### config.mk
export PLATFORM = sky130hd
export DESIGN_NAME = tmcw_cursor
export DESIGN_NICKNAME = d
export VERILOG_FILES = /design/src/hw/rtl/tmcw_pkg.sv /design/src/hw/rtl/tmcw_cursor.sv
export SDC_FILE = /design/constraint.sdc
export NUM_CORES = 1
export LEC_CHECK = 0
export BUFFER_PORTS_ARGS = -buffer_cell sky130_fd_sc_hd__buf_2
export CELL_PAD_IN_SITES_DETAIL_PLACEMENT = 1
export CELL_PAD_IN_SITES_GLOBAL_PLACEMENT = 1
export CORE_AREA = 2 2 82 84
export CTS_BUF_LIST = sky130_fd_sc_hd__clkbuf_8 sky130_fd_sc_hd__clkbuf_16
export DETAILED_ROUTE_END_ITERATION = 7
export DIE_AREA = 0 0 84 86
export PLACE_DENSITY_LB_ADDON = 0.1
export SYNTH_ARGS = -nofsm -noshare
export SYNTH_HDL_FRONTEND = slang
export SYNTH_SLANG_ARGS = --single-unit
### constraint.sdc
create_clock -name clk_i -period 4.9 [get_ports clk_i]
set_input_delay 0.98 -clock clk_i [delete_from_list [all_inputs] [get_ports clk_i]]
set_output_delay 0.98 -clock clk_i [all_outputs]
set_load 0.03 [all_outputs]
### src/hw/rtl/tmcw_pkg.sv
`default_nettype none
// ----------------------------------------------------------------------------
// tmcw_pkg
// Types, codes and helpers shared by the text console writer.
// ----------------------------------------------------------------------------
package tmcw_pkg;

  localparam int unsigned COL_W      = 7;
  localparam int unsigned ROW_W      = 5;
  localparam int unsigned CHAR_W     = 8;
  localparam int unsigned COLOR_W    = 4;
  localparam int unsigned CELL_W     = 16;
  localparam int unsigned MODE_W     = 2;
  localparam int unsigned CFG_IDX_W  = 3;
  localparam int unsigned CFG_DATA_W = 7;
  localparam int unsigned IDX_W      = ROW_W + COL_W;

  localparam logic [CHAR_W-1:0] NEWLINE_CODE = 8'd10;
  localparam logic [CHAR_W-1:0] SPACE_CODE   = 8'd32;

  localparam logic [COLOR_W-1:0] FG_RESET   = 4'd15;
  localparam logic [COLOR_W-1:0] BG_RESET   = 4'd0;
  localparam logic [COL_W-1:0]   COLS_RESET = 7'd80;
  localparam logic [ROW_W-1:0]   ROWS_RESET = 5'd25;

  typedef enum logic [MODE_W-1:0] {
    MODE_PUT   = 2'd0,
    MODE_CLEAR = 2'd1,
    MODE_READ  = 2'd2,
    MODE_NOP   = 2'd3
  } mode_e;

  typedef enum logic [CFG_IDX_W-1:0] {
    CFG_FOREGROUND = 3'd0,
    CFG_BACKGROUND = 3'd1,
    CFG_COLUMNS    = 3'd2,
    CFG_ROWS       = 3'd3
  } cfg_idx_e;

  typedef enum logic {
    ST_IDLE,
    ST_CLEAR
  } state_e;

  typedef struct packed {
    logic [COL_W-1:0] cols;
    logic [ROW_W-1:0] rows;
  } geom_t;

  typedef struct packed {
    logic put;
    logic home;
  } cur_cmd_t;

  function automatic logic [CELL_W-1:0] make_cell(input logic [COLOR_W-1:0] fg,
                                                  input logic [COLOR_W-1:0] bg,
                                                  input logic [CHAR_W-1:0]  ch);
    return {bg, fg, ch};
  endfunction

endpackage
`default_nettype wire

### src/hw/rtl/tmcw_cursor.sv
`default_nettype none
// ----------------------------------------------------------------------------
// tmcw_cursor
// Cursor registers, advance/wrap rules and cell address for a put.
// ----------------------------------------------------------------------------
module tmcw_cursor
  import tmcw_pkg::*;
#(
  parameter int unsigned ADDR_W = 11
) (
  input  wire logic              clk_i,
  input  wire logic              rst_ni,
  input  wire cur_cmd_t          cmd_i,
  input  wire logic [CHAR_W-1:0] char_i,
  input  wire geom_t             geom_i,
  output logic      [ROW_W-1:0]  row_o,
  output logic      [COL_W-1:0]  col_o,
  output logic                   wr_en_o,
  output logic      [ADDR_W-1:0] wr_addr_o
);

  logic [ROW_W-1:0] row_q, row_d;
  logic [COL_W-1:0] col_q, col_d;
  logic [COL_W:0]   col_inc;
  logic [ROW_W:0]   row_inc;
  logic [ROW_W-1:0] row_wrap;
  logic [IDX_W-1:0] row_base;
  logic [IDX_W-1:0] idx;
  logic             in_area;

  assign col_inc  = {1'b0, col_q} + 1'b1;
  assign row_inc  = {1'b0, row_q} + 1'b1;
  assign row_wrap = (row_inc >= {1'b0, geom_i.rows}) ? '0 : row_inc[ROW_W-1:0];
  assign in_area  = (row_q < geom_i.rows) && (col_q < geom_i.cols);
  assign row_base = IDX_W'(row_q) * IDX_W'(geom_i.cols);
  assign idx      = row_base + IDX_W'(col_q);

  always_comb begin
    row_d   = row_q;
    col_d   = col_q;
    wr_en_o = 1'b0;
    if (cmd_i.home) begin
      row_d = '0;
      col_d = '0;
    end else if (cmd_i.put) begin
      if (char_i == NEWLINE_CODE) begin
        row_d = row_wrap;
        col_d = '0;
      end else begin
        wr_en_o = in_area;
        if (col_inc >= {1'b0, geom_i.cols}) begin
          col_d = '0;
          row_d = row_wrap;
        end else begin
          col_d = col_inc[COL_W-1:0];
        end
      end
    end
  end

  always_ff @(posedge clk_i or negedge rst_ni) begin
    if (!rst_ni) begin
      row_q <= '0;
      col_q <= '0;
    end else begin
      row_q <= row_d;
      col_q <= col_d;
    end
  end

  assign row_o     = row_q;
  assign col_o     = col_q;
  assign wr_addr_o = ADDR_W'(idx);

endmodule
`default_nettype wire

== After elaboration in Yosys (flattened, before gate mapping) ==
Cells that the tools add are included.
Storage, ports and cells
  bits of input ports: 24
  word-level logic and storage cells: 27
  flip-flop bits (word level): 12
Operators by class
  muxes and demuxes: 12
  add/subtract/negate cells: 3
  multiply operators: 1
  $lt $le $gt $ge: 4
  reductions and logical operators: 4
  equality and inequality tests: 1
Operator list (count)
  two-way mux 7 bit: 4
  two-way mux 5 bit: 5
  adder 11 x 7 -> 11 bit: 1
  multiplier 5 x 7 -> 11 bit: 1
  adder 7 x 1 -> 8 bit (second input constant): 1
  == test 8 x 4 -> 1 bit (second input constant): 1
  >= comparator 8 x 7 -> 1 bit: 1
  less-than comparator 7 bit: 1
  adder 5 x 1 -> 6 bit (second input constant): 1
  >= comparator 6 x 5 -> 1 bit: 1
  less-than comparator 5 bit: 1
  two-way mux 1 bit: 3
  nonzero test 3 bit: 1
  AND reduction 2 bit: 1
  nonzero test 2 bit: 1
  logical AND 1 bit: 1

== Longest topological paths before layout ==
  depth in word-level cells: 7
  depth in mapped cells: 13
  mapped depth without buffers: 13

== Worst setup path after synthesis ==
No wires, ideal clock.
  path kind: input-to-output
  start point: input geom_i[6] (netlist name)
  end point: output wr_addr_o[9]
  arrival: 4.017 ns
  buffers on the path: 0
  path slack: -0.097 ns
  cell stages on the path: 12
  cell sequence: inv_1 -> nor2_1 -> fa_1 -> fa_1 -> inv_1 -> fa_1 -> inv_1 -> ha_1 -> o21ai_0 -> nor2_1 -> o41ai_1 -> xnor2_1
On the way
  cells in the longest elaborated chain, start to end: 2
Ends and longest elaborated chain
  start, declared: RTL line tmcw_cursor.sv:15  | input wire geom_t geom_i,
  multiplier 5 x 7 -> 11 bit: RTL line tmcw_cursor.sv:35  | assign row_base = IDX_W'(row_q) * IDX_W'(geom_i.cols);
  adder 11 x 7 -> 11 bit: RTL line tmcw_cursor.sv:36  | assign idx = row_base + IDX_W'(col_q);
  end, declared: RTL line tmcw_cursor.sv:19  | output logic [ADDR_W-1:0] wr_addr_o
Every way passes these cells.

== Worst setup path after layout ==
  start point: input geom_i[8] (netlist name)
  end point: output wr_addr_o[10]
Same word-level chain as after synthesis.

==> results.sh <==
export IMPL_htreeDepth=1
export IMPL_synthesis_nets=355
export IMPL_grt_total_usage_pct=20.49
export IMPL_tightest_slew_ps=545.3
export IMPL_root_buffer="clkbuf_8"
export IMPL_vias_per_cell=5.158
export IMPL_synth_most_common_cell="ha_1"
export IMPL_numCtsBuffers=3
export IMPL_synth_edf_count=0
export IMPL_grt_start_max_net_pins=13
export IMPL_irDropWorstVdd_v=0.0002075
export IMPL_drc=0
export IMPL_die_area_mm2=0.007224
export IMPL_drive_above_1_share_pct=42.52
export IMPL_status="complete, no violations"
export IMPL_clkSinkCount=12
export IMPL_power_share_combinational_pct=72.2
export IMPL_place_hpwl_um=5735
export IMPL_synthAdderAreaFrac_pct=41.68
export IMPL_post_route_util_pct=51.88
export IMPL_io_buffers=47
export IMPL_finalSetupViolCount=0
export IMPL_die_w_um=84
export IMPL_worstSkewPairLatency_ps=250
export IMPL_ys_types=43
export IMPL_clk_pin_slew_ps=60
export IMPL_r2r_end="row_o[3]$_DFFE_PN0P_"
export IMPL_p_leak_nw=1.692
export IMPL_worstPathRequired_ps=3920
export IMPL_reg2reg_depth=10
export IMPL_io_pins=48
export IMPL_crit_start="geom_i[8]"
export IMPL_antenna_found_initial=0
export IMPL_arrival_ps=3890
export IMPL_die_h_um=86
export IMPL_fin_skew_ps=7.320
export IMPL_end_kind="output pin"
export IMPL_yosysTopAreaCell="ha_1"
export IMPL_fin_crit_ps=4866
export IMPL_synth_area_mm2=0.002360
export IMPL_drv_cap=0
export IMPL_cts_tree="yes"
export IMPL_hold_slack_ps=615.9
export IMPL_synth_top_cells_by_count="45 x ha_1, 42 x inv_1, 26 x nand2_1, 26 x nor2_1, 21 x fa_1"
export IMPL_post_drt_wl_per_cell_um=16.85
export IMPL_power_density_mw_per_mm2=283.2
export IMPL_vias=2156
export IMPL_synthMuxAreaShare_pct=2.174
export IMPL_p_sw_uw=459.4
export IMPL_drtIter0Drc=54
export IMPL_core_mm2=0.006277
export IMPL_finalHoldViolCount=0
export IMPL_synth_top_area_share_pct=23.86
export IMPL_seq_power_share_pct=15.6
export IMPL_synthTopCellsByArea="ha_1 24%, fa_1 18%, dfrtp_1 13%"
export IMPL_avgSynthCellArea_um2=8.905
export IMPL_placed_cell_area_mm2=0.002913
export IMPL_yosys_warnings=0
export IMPL_std_cell_rows=29
export IMPL_fin_ws_ps=33.95
export IMPL_grt_overflow=0
export IMPL_slew_headroom_pct=63.42
export IMPL_async_flop_share_pct=100.0
export IMPL_synth_top_family_by_area="adder cells"
export IMPL_start_util_pct=37.59
export IMPL_path_max_fanout=4
export IMPL_slew_viol_final=0
export IMPL_postSynthRegisterBits=12
export IMPL_drt_total_wl_um=7045
export IMPL_power_internal_uw=462.9
export IMPL_fmax_mhz=205.5
export IMPL_synth_simple_area_share_pct=15.32
export IMPL_stdcell_area_mm2=0.003257
export IMPL_clockBufferDepth=2
export IMPL_r2r_start="col_o[2]$_DFFE_PN0P_"
export IMPL_rrSetupSlack_ps=2070
export IMPL_syn_inst=265
export IMPL_rsz0062_at_grt="true"
export IMPL_ant_nets=0
export IMPL_period_share_pct=99.31
export IMPL_grt_pass1_vias=2335
export IMPL_first_pass_iters=4
export IMPL_diodes=0
export IMPL_critPathLaunchType="input port"
export IMPL_ys_seq_area_share_pct=12.73
export IMPL_holdBufCountCts=0
export IMPL_synth_compound_gate_area_share_pct=14.58
export IMPL_grt_pass1_wl_um=11650
export IMPL_place_ws_ps=-359.5
export IMPL_nets=432
export IMPL_gp_congestion=0.7890
export IMPL_sw_frac_of_total_pct=49.81
export IMPL_finalPower_uw=922.2
export IMPL_synthFlopType="dfrtp_1"
export IMPL_clkPwrFrac_pct=12.2
export IMPL_hold_path_class="input port to async pin"
export IMPL_synthXorXnorAreaFrac_pct=6.681
export IMPL_worstSetupPathType="input port to output pin"
export IMPL_area_growth_pct=38.02
## cells by family (layout without fill, tap and decap cells)
kind of cell	count (synthesis)	count (layout)
and+or+nand+nor	79	79
adders and majority gates	66	66
buffers and inverters	43	119
AOI/OAI and AO/OA	42	42
xor gates and xnor gates	18	18
DFF	12	12
muxes	5	5
## worst max-delay path by stage
stage                         end
finish              wr_addr_o[10]
global placement    wr_addr_o[10]
detailed placement  wr_addr_o[10]
floorplan           wr_addr_o[10]
global route         wr_addr_o[9]
CTS                  wr_addr_o[9]
## sequential cells by signal (all words and copies together) (netlist names)
name   flops
col_o      7
row_o      5
## critical path, cell delays in order
cell	delay, ps
buf_8	100
nand2_2	60
fa_1	580
inv_2	50
fa_1	540
inv_1	50
fa_1	500
inv_2	50
ha_4	150
or3_4	340
o22ai_4	180
xnor2_2	140
buf_6	150
## placed cells by master, fill, tap and decap left out, types with 6 or more instances in the layout
cell / instances
inv_2: 10
inv_1: 30
buf_6: 6
a21oi_1: 7
buf_4: 25
buf_2: 39
nand3_1: 6
ha_4: 7
ha_1: 35
nand2_2: 7
nor2_2: 10
xnor2_1: 11
nor2_1: 16
nand2_1: 17
fa_1: 19
dfrtp_1: 11
## power by group through the flow
stage	combinational, mW	clock [mW]	sequential [mW]
6_report	0.666	0.113	0.143
5_1_grt	0.737	0.118	0.147
4_1_cts	0.628	0.114	0.141
3_5_place_dp	0.579	0	0.139
3_3_place_gp	0.568	0	0.140
2_1_floorplan	0.364	0	0.157
## through the flow
step	TNS [ps]	instances
after CTS	-82.23	417
final	0	418
after global routing	-227.4	418
after global placement	-929.2	413
after floorplan	0	265
after detailed placement	-1077	413
## cell type report
type	count	area [um2]
clock buffers	4	55.05
fillers	767	3020
inverters	42	162.7
multi-input cells	210	2146
flip-flops and latches	12	301.5
well taps	77	96.34
repair buffers	73	495.5
## layer usage
metal  routed length, um  up-vias  global-route usage, %  part of all wire [%]
li1                    -     1045                      -                     -
met5                   0        -                      0                     0
met4                  69        0                  5.132                  0.98
met2                3640       39                  37.53                    52
met1                3157     1068                  26.33                    45
met3                 177        4                  1.444                   2.5
## timing repair
item	in CTS	in global routing
setup endpoints to repair	5	4
pin swaps	28	19
buffers inserted	0	1
gates resized for setup	53	26
Power figures use the tool's default switching activity.
