## src/hw/rtl/tmcw_pkg.sv

```systemverilog
`default_nettype none
// ----------------------------------------------------------------------------
// tmcw_pkg
// Types, codes and helpers shared by the text console writer.
// ----------------------------------------------------------------------------
package tmcw_pkg;

  localparam int unsigned COL_W      = 7;
  localparam int unsigned ROW_W      = 5;
  localparam int unsigned CHAR_W     = 8;
  localparam int unsigned COLOR_W    = 4;
  localparam int unsigned CELL_W     = 16;
  localparam int unsigned MODE_W     = 2;
  localparam int unsigned CFG_IDX_W  = 3;
  localparam int unsigned CFG_DATA_W = 7;
  localparam int unsigned IDX_W      = ROW_W + COL_W;

  localparam logic [CHAR_W-1:0] NEWLINE_CODE = 8'd10;
  localparam logic [CHAR_W-1:0] SPACE_CODE   = 8'd32;

  localparam logic [COLOR_W-1:0] FG_RESET   = 4'd15;
  localparam logic [COLOR_W-1:0] BG_RESET   = 4'd0;
  localparam logic [COL_W-1:0]   COLS_RESET = 7'd80;
  localparam logic [ROW_W-1:0]   ROWS_RESET = 5'd25;

  typedef enum logic [MODE_W-1:0] {
    MODE_PUT   = 2'd0,
    MODE_CLEAR = 2'd1,
    MODE_READ  = 2'd2,
    MODE_NOP   = 2'd3
  } mode_e;

  typedef enum logic [CFG_IDX_W-1:0] {
    CFG_FOREGROUND = 3'd0,
    CFG_BACKGROUND = 3'd1,
    CFG_COLUMNS    = 3'd2,
    CFG_ROWS       = 3'd3
  } cfg_idx_e;

  typedef enum logic {
    ST_IDLE,
    ST_CLEAR
  } state_e;

  typedef struct packed {
    logic [COL_W-1:0] cols;
    logic [ROW_W-1:0] rows;
  } geom_t;

  typedef struct packed {
    logic put;
    logic home;
  } cur_cmd_t;

  function automatic logic [CELL_W-1:0] make_cell(input logic [COLOR_W-1:0] fg,
                                                  input logic [COLOR_W-1:0] bg,
                                                  input logic [CHAR_W-1:0]  ch);
    return {bg, fg, ch};
  endfunction

endpackage
`default_nettype wire

```

## src/hw/rtl/tmcw_ctrl.sv

```systemverilog
`default_nettype none
// ----------------------------------------------------------------------------
// tmcw_ctrl
// Command sequencer: accepts items, sweeps the store on clear, issues cell
// reads and raises the result strobe.
// ----------------------------------------------------------------------------
module tmcw_ctrl
  import tmcw_pkg::*;
#(
  parameter int unsigned ADDR_W = 11
) (
  input  wire logic              clk_i,
  input  wire logic              rst_ni,
  input  wire logic              start_i,
  input  wire mode_e             mode_i,
  input  wire logic [ROW_W-1:0]  read_row_i,
  input  wire logic [COL_W-1:0]  read_col_i,
  input  wire geom_t             geom_i,
  input  wire logic [CELL_W-1:0] blank_i,
  input  wire logic              put_we_i,
  input  wire logic [ADDR_W-1:0] put_addr_i,
  input  wire logic [CELL_W-1:0] put_data_i,
  input  wire logic [CELL_W-1:0] ram_rdata_i,
  output cur_cmd_t               cmd_o,
  output logic                   ram_we_o,
  output logic      [ADDR_W-1:0] ram_waddr_o,
  output logic      [CELL_W-1:0] ram_wdata_o,
  output logic                   ram_re_o,
  output logic      [ADDR_W-1:0] ram_raddr_o,
  output logic                   busy_o,
  output logic                   done_o,
  output logic      [CELL_W-1:0] cell_word_o
);

  state_e            state_q, state_d;
  logic [ADDR_W-1:0] cnt_q, cnt_d;
  logic [ADDR_W-1:0] last_q, last_d;
  logic [CELL_W-1:0] blank_q, blank_d;
  logic              done_q, done_d;
  logic              rd_hit_q;
  logic              accept;
  logic              rd_hit;
  logic [IDX_W-1:0]  rd_base;
  logic [IDX_W-1:0]  rd_idx;
  logic [IDX_W-1:0]  area;

  assign accept  = start_i && (state_q == ST_IDLE);
  assign rd_hit  = (read_row_i < geom_i.rows) && (read_col_i < geom_i.cols);
  assign rd_base = IDX_W'(read_row_i) * IDX_W'(geom_i.cols);
  assign rd_idx  = rd_base + IDX_W'(read_col_i);
  assign area    = IDX_W'(geom_i.rows) * IDX_W'(geom_i.cols);

  assign cmd_o.put   = accept && (mode_i == MODE_PUT);
  assign cmd_o.home  = accept && (mode_i == MODE_CLEAR);
  assign ram_re_o    = accept && (mode_i == MODE_READ) && rd_hit;
  assign ram_raddr_o = ADDR_W'(rd_idx);

  always_comb begin
    state_d     = state_q;
    cnt_d       = cnt_q;
    last_d      = last_q;
    blank_d     = blank_q;
    done_d      = 1'b0;
    ram_we_o    = put_we_i;
    ram_waddr_o = put_addr_i;
    ram_wdata_o = put_data_i;
    case (state_q)
      ST_IDLE: begin
        if (accept) begin
          if (mode_i == MODE_CLEAR) begin
            state_d = ST_CLEAR;
            cnt_d   = '0;
            last_d  = ADDR_W'(area - 1'b1);
            blank_d = blank_i;
          end else begin
            done_d = 1'b1;
          end
        end
      end
      ST_CLEAR: begin
        ram_we_o    = 1'b1;
        ram_waddr_o = cnt_q;
        ram_wdata_o = blank_q;
        if (cnt_q == last_q) begin
          state_d = ST_IDLE;
          done_d  = 1'b1;
        end else begin
          cnt_d = cnt_q + 1'b1;
        end
      end
      default: begin
        state_d = ST_IDLE;
      end
    endcase
  end

  always_ff @(posedge clk_i or negedge rst_ni) begin
    if (!rst_ni) begin
      state_q  <= ST_IDLE;
      cnt_q    <= '0;
      done_q   <= 1'b0;
      rd_hit_q <= 1'b0;
    end else begin
      state_q  <= state_d;
      cnt_q    <= cnt_d;
      done_q   <= done_d;
      rd_hit_q <= ram_re_o;
    end
  end

  always_ff @(posedge clk_i) begin
    last_q  <= last_d;
    blank_q <= blank_d;
  end

  assign busy_o      = (state_q == ST_CLEAR);
  assign done_o      = done_q;
  assign cell_word_o = rd_hit_q ? ram_rdata_i : '0;

  a_sweep_in_range: assert property (@(posedge clk_i) disable iff (!rst_ni)
    (state_q == ST_CLEAR) |-> (cnt_q <= last_q))
    else $error("clear sweep counter past last cell");

  a_clear_enters_sweep: assert property (@(posedge clk_i) disable iff (!rst_ni)
    (accept && (mode_i == MODE_CLEAR)) |=> (state_q == ST_CLEAR))
    else $error("clear transaction did not start sweep");

  a_read_has_strobe: assert property (@(posedge clk_i) disable iff (!rst_ni)
    rd_hit_q |-> done_q)
    else $error("read data without result strobe");

  a_done_has_cause: assert property (@(posedge clk_i) disable iff (!rst_ni)
    done_q |-> ($past(accept && (mode_i != MODE_CLEAR)) ||
                $past((state_q == ST_CLEAR) && (cnt_q == last_q))))
    else $error("result strobe without a finished transaction");

  a_put_only_idle: assert property (@(posedge clk_i) disable iff (!rst_ni)
    put_we_i |-> (state_q == ST_IDLE))
    else $error("put write during clear sweep");

endmodule
`default_nettype wire

```

## config.mk

```make
export PLATFORM = sky130hd
export DESIGN_NAME = tmcw_ctrl
export DESIGN_NICKNAME = d
export VERILOG_FILES = /design/src/hw/rtl/tmcw_pkg.sv /design/src/hw/rtl/tmcw_ctrl.sv
export SDC_FILE = /design/constraint.sdc
export NUM_CORES = 1
export LEC_CHECK = 0
export BUFFER_PORTS_ARGS = -buffer_cell sky130_fd_sc_hd__clkbuf_2
export CORE_MARGIN = 2
export CORE_UTILIZATION = 48
export DETAILED_ROUTE_END_ITERATION = 8
export PLACE_DENSITY = 0.8
export SYNTH_ARGS = -nofsm -noshare
export SYNTH_HDL_FRONTEND = slang
export SYNTH_SLANG_ARGS = --single-unit
```

## constraint.sdc

```tcl
create_clock -name clk_i -period 5.2 [get_ports clk_i]
set_input_delay 1.04 -clock clk_i [delete_from_list [all_inputs] [get_ports clk_i]]
set_output_delay 1.04 -clock clk_i [all_outputs]
set_load 0.02 [all_outputs]
```

Word-level counts from Yosys, hierarchy flattened
Cells that the tools add are included.

Bits in registers: 41. Input port bits: 89. Output and inout port bits: 60. Word-level logic and storage cells: 45.

$add $sub $neg: 3. $mul: 2. Magnitude comparators: 2. Equality and inequality tests: 6. Mux-type cells: 16. Bitwise operators: 1. Reductions and logical operators: 9.

Operator list (count): $mux 11 (4); $mux 16 (2); $mul 5x7->11 (2); $pmux 11 s2 (1); $add 11x1->11 const B (1); $add 11x7->11 (1); $eq 11x11->1 (1); $sub 11x1->11 const B (1); $lt 7x7->1 (1); $mux 1 (7); $logic_and 1x1->1 (6); $reduce_and 3->1 (2); $lt 5x5->1 (1); $ne 2x2->1 const B (2); $pmux 1 s2 (2); $eq 2x1->1 const B (1); $eq 2x2->1 const B (1); $logic_not 2->1 (1); $ne 2x1->1 const B (1); $not 1->1 (1).

Logic depth before layout (Yosys ltp)
Depth after elaboration: 4. Mapped depth: 14. Gate-level depth less buffers: 13.

Worst setup path before layout
No wires, ideal clock.

Kind: input to output. Start point: input geom_i[5] (netlist bit). End point: output ram_raddr_o[10]. Arrival time: 4.200 ns. Required time: 4.160 ns. Slack: -0.040 ns. Cell stages on the path: 12. Buffers on the path: 1. Cells stage by stage: clkbuf_1 -> nand2_1 -> fa_1 -> fa_1 -> fa_1 -> inv_1 -> ha_1 -> a21o_1 -> a21oi_1 -> o21ai_0 -> a31oi_1 -> xnor2_1.

Cells in the longest elaborated chain, start to end: 2.

RTL lines: start: declaration (line tmcw_ctrl.sv:18) `input wire geom_t geom_i,`; $mul 5x7->11 (line tmcw_ctrl.sv:49) `assign rd_base = IDX_W'(read_row_i) * IDX_W'(geom_i.cols);`; $add 11x7->11 (line tmcw_ctrl.sv:50) `assign rd_idx = rd_base + IDX_W'(read_col_i);`; end: declaration (line tmcw_ctrl.sv:29) `output logic [ADDR_W-1:0] ram_raddr_o,`.

Every way passes these cells.

Worst setup path after layout
Start point: input read_row_i[3]. End point: output ram_raddr_o[9].

Cells in the longest elaborated chain, start to end: 2.

RTL lines: start: declaration (line tmcw_ctrl.sv:16) `input wire logic [ROW_W-1:0] read_row_i,`; $mul 5x7->11 (line tmcw_ctrl.sv:49); $add 11x7->11 (line tmcw_ctrl.sv:50).

Every way passes these cells.

==> flow_summary.yaml <==
status:
  outcome: "complete, no violations"
placed_design:
  hpwl_um: 8685
  gp_congestion: 0.8662
  dpl_cell_area_sq_um: 5649
  port_buffers: 148
  dp_cells: 773
logic_synthesis:
  synth_common_cells: "inv_1 (90), nand2_1 (53), ha_1 (50)"
  synth.top_cells.by_area: "edfxtp_1 (17%), fa_1 (17%), ha_1 (13%)"
  synth.most_common_cell: "inv_1"
  synth.avg_cell_area_sq_um: 9.565
  synth-edff-count: 27
  synth-seq-cells: 41
  syn-num-nets: 668
  synth_top_area_cell: "edfxtp_1"
  ys_async_sr_fraction_pct: 34.15
  synth.top_cell.area_share_pct: 17.30
  synth-seq-area-share_pct: 24.77
  yosysWarnings: 0
  syn_area_sq_um: 4687
  synth_ff_type: "edfxtp_1"
  synth_cells: 490
  synth_cell_types: 48
hold_path:
  hold_path_depth: 1
  whs_endpoint: "cnt_q[10]"
  min-delay-start: "cnt_q[10]"
  min_path_type: "reg -> reg"
critical_path:
  timing.rr.start: "busy_o"
  crit_type: "in -> out"
  cpMostUsedCell: "fa_1"
  critPathRequiredTime_ns: 4.16
  crit_arrival_ns: 4.14
  cpPeakStageDelay_ns: 0.55
  r2r_slack_ns: 3.07
  startpoint_type: "input pin"
  critPathSlowestCell: "fa_1"
  cp_max_fo: 7
  crit_chain: "buf_4 -> and2_1 -> fa_1 -> fa_1 -> inv_1 -> fa_1 -> inv_1 -> ha_4 -> nor4_2 -> o21ai_1 -> and3_1 -> xor2_1 -> buf_4"
  path_buf_inv: 4
  cp_top_family: "adder cells"
  rr_worst_depth: 3
  r2r_end: "last_q[3]"
  worstSetupEndpointType: "output port"
floorplanning:
  fp.coreArea_sq_um: 9639
  die_w_um: 102.8
  io_pins: 149
  fp.dieH_um: 102.8
  start_util_pct: 48.62
  rows: 36
  dieArea_sq_um: 10570
cts:
  root_buffer: "clkbuf_8"
  cts.sinks: 41
  cts_max_level: 2
  cts_tree: "done"
  clock_path_buffers: 2
  insertion_delay_ns: 0.29
  path_clk_slew_ns: 0.09
  cts_buffers: 5
  cts_hold_buf: 0
grt:
  antenna_found_initial: 0
  globalRouteOverflowTotal: 0
  grt_pass1_wl_um: 17300
  grt.total_usage_pct: 20.46
  grt_max_degree: 41
  grt_pass1_vias: 3833
sta:
  final-setup-viol-count: 0
  slew_violations: 0
  hold_viol: 0
  max-slew-margin-rel_pct: 35.06
  hold_ws_ns: 0.5645
  fmax_mhz: 193.0
  period_share_pct: 99.64
  fin_crit_ns: 5.182
  fin_tns_setup_ns: 0
  worst_pin_slew_ns: 0.9730
  clock_skew_ns: 0.01051
detailed_routing:
  drc: 0
  ant_nets: 0
  drt-initial-drc-count: 121
  dr_total_vias: 3954
  wire_per_inst_um: 13.98
  wirelength_um: 10940
  firstDrtPassIters: 5
  viasPerCell: 5.050
final_layout:
  diodes: 0
  layout.cells.non_filler: 783
  fin_nets: 827
  synthToLayoutAreaGrowth_pct: 27.15
  drive_gt1_share_pct: 36.31
  fillerInstances: 793
  seq_area_sq_um: 1161
  fin_area_sq_um: 5959
  multiInputGateArea_sq_um: 3202
power:
  power_w: 0.002029
  p_leak_nw: 3.069
  irDropWorstVdd_uv: 317.1
  powerDensity_nw_per_um2: 340.4
flow_run:
  cap_violations: 0
registers in the layout, summed over array words and instances (netlist names):
register and cells:
blank_q 16, done_o 1, last_q 11, busy_o 1
rd_hit_q 1, cnt_q 11
logic make-up after synthesis:
family          Yosys count  share of synthesized area [%]
xor+xnor                 31                          5.793
simple gates            139                          15.54
flops                    41                          24.77
fa+ha+maj                89                          30.01
buf+inv                 109                          9.557
compound gates           52                          7.448
mux                      29                          6.887
per-layer routing:
layer | vias to the layer above | GRT usage (%) | wire length (um)
li1 | 1906 | - | -
met1 | 1900 | 25.60 | 4225
met2 | 121 | 36.90 | 6027
met3 | 27 | 2.102 | 408
met4 | 0 | 7.085 | 283
met5 | - | 0 | 0
how the worst max path moves through the flow:
stage / slack (ns) / cells after the start / to / from
2_1_floorplan: 0.007 / 12 / ram_raddr_o[10] / geom_i[6]
4_1_cts: 0.008 / 13 / ram_raddr_o[10] / read_row_i[4]
3_3_place_gp: -0.06 / 13 / ram_raddr_o[10] / read_row_i[4]
6_report: 0.02 / 13 / ram_raddr_o[9] / read_row_i[3]
5_1_grt: -0.09 / 14 / ram_raddr_o[8] / geom_i[6]
3_5_place_dp: -0.23 / 13 / ram_raddr_o[10] / read_row_i[4]
what timing repair did:
action	4_1_cts	5_1_grt
buffers inserted	1	1
endpoints found under the setup margin	4	5
gates resized for setup	14	49
pin swaps	11	22
stage by stage:
step                      setup slack (ns)  utilization, %
after global routing              -0.09076           61.82
after CTS                         0.007935           60.38
after global placement            -0.06091           58.61
final                              0.01847           61.82
after floorplan                   0.006641               -
after detailed placement           -0.2344           58.61
cell usage in the layout (no fill, tap or decap), drive strengths merged, types with 2 or more instances in the layout:
master,netlist,final
nand2,53,53
xor2,4,4
nor4,3,3
buf,8,34
o21ai,13,13
a31oi,3,3
a22o,4,4
o21bai,4,4
nor2,10,10
o41ai,3,3
a21oi,10,10
mux2,26,26
ha,50,50
and2,40,40
fa,39,39
edfxtp,27,27
or2,5,5
nor3,4,4
nand3,8,8
mux2i,3,3
inv,90,90
dfrtp,14,14
nand2b,7,7
clkbuf,11,142
o311ai,4,4
xnor2,27,27
and3,4,4
nand4,2,2
a21o,6,6
worst register-to-register path, delay by kind of cell (launching register included):
family                 cells  cell delay, ns
AND/OR/NAND/NOR            2            0.59
buffers and inverters      1            0.77
flip-flops                 1            0.38
cell type report:
type                            instances  area share, %
Timing Repair Buffer                  171          16.40
Clock inverter                          3         0.7768
Clock buffer                            5          1.155
Multi-Input combinational cell        340          53.73
Tap cell                              133          2.792
Sequential cell                        41          19.48
Inverter                               90          5.669
where the power goes:
group	switching [W]	leakage [nW]	total, W	internal [W]
combinational	0.000700	2.60	0.00129	0.000590
sequential	0.0000724	0.413	0.000482	0.000410
clock	0.000114	0.0543	0.000257	0.000144
Note: power is estimated with default switching activity, not from simulation.
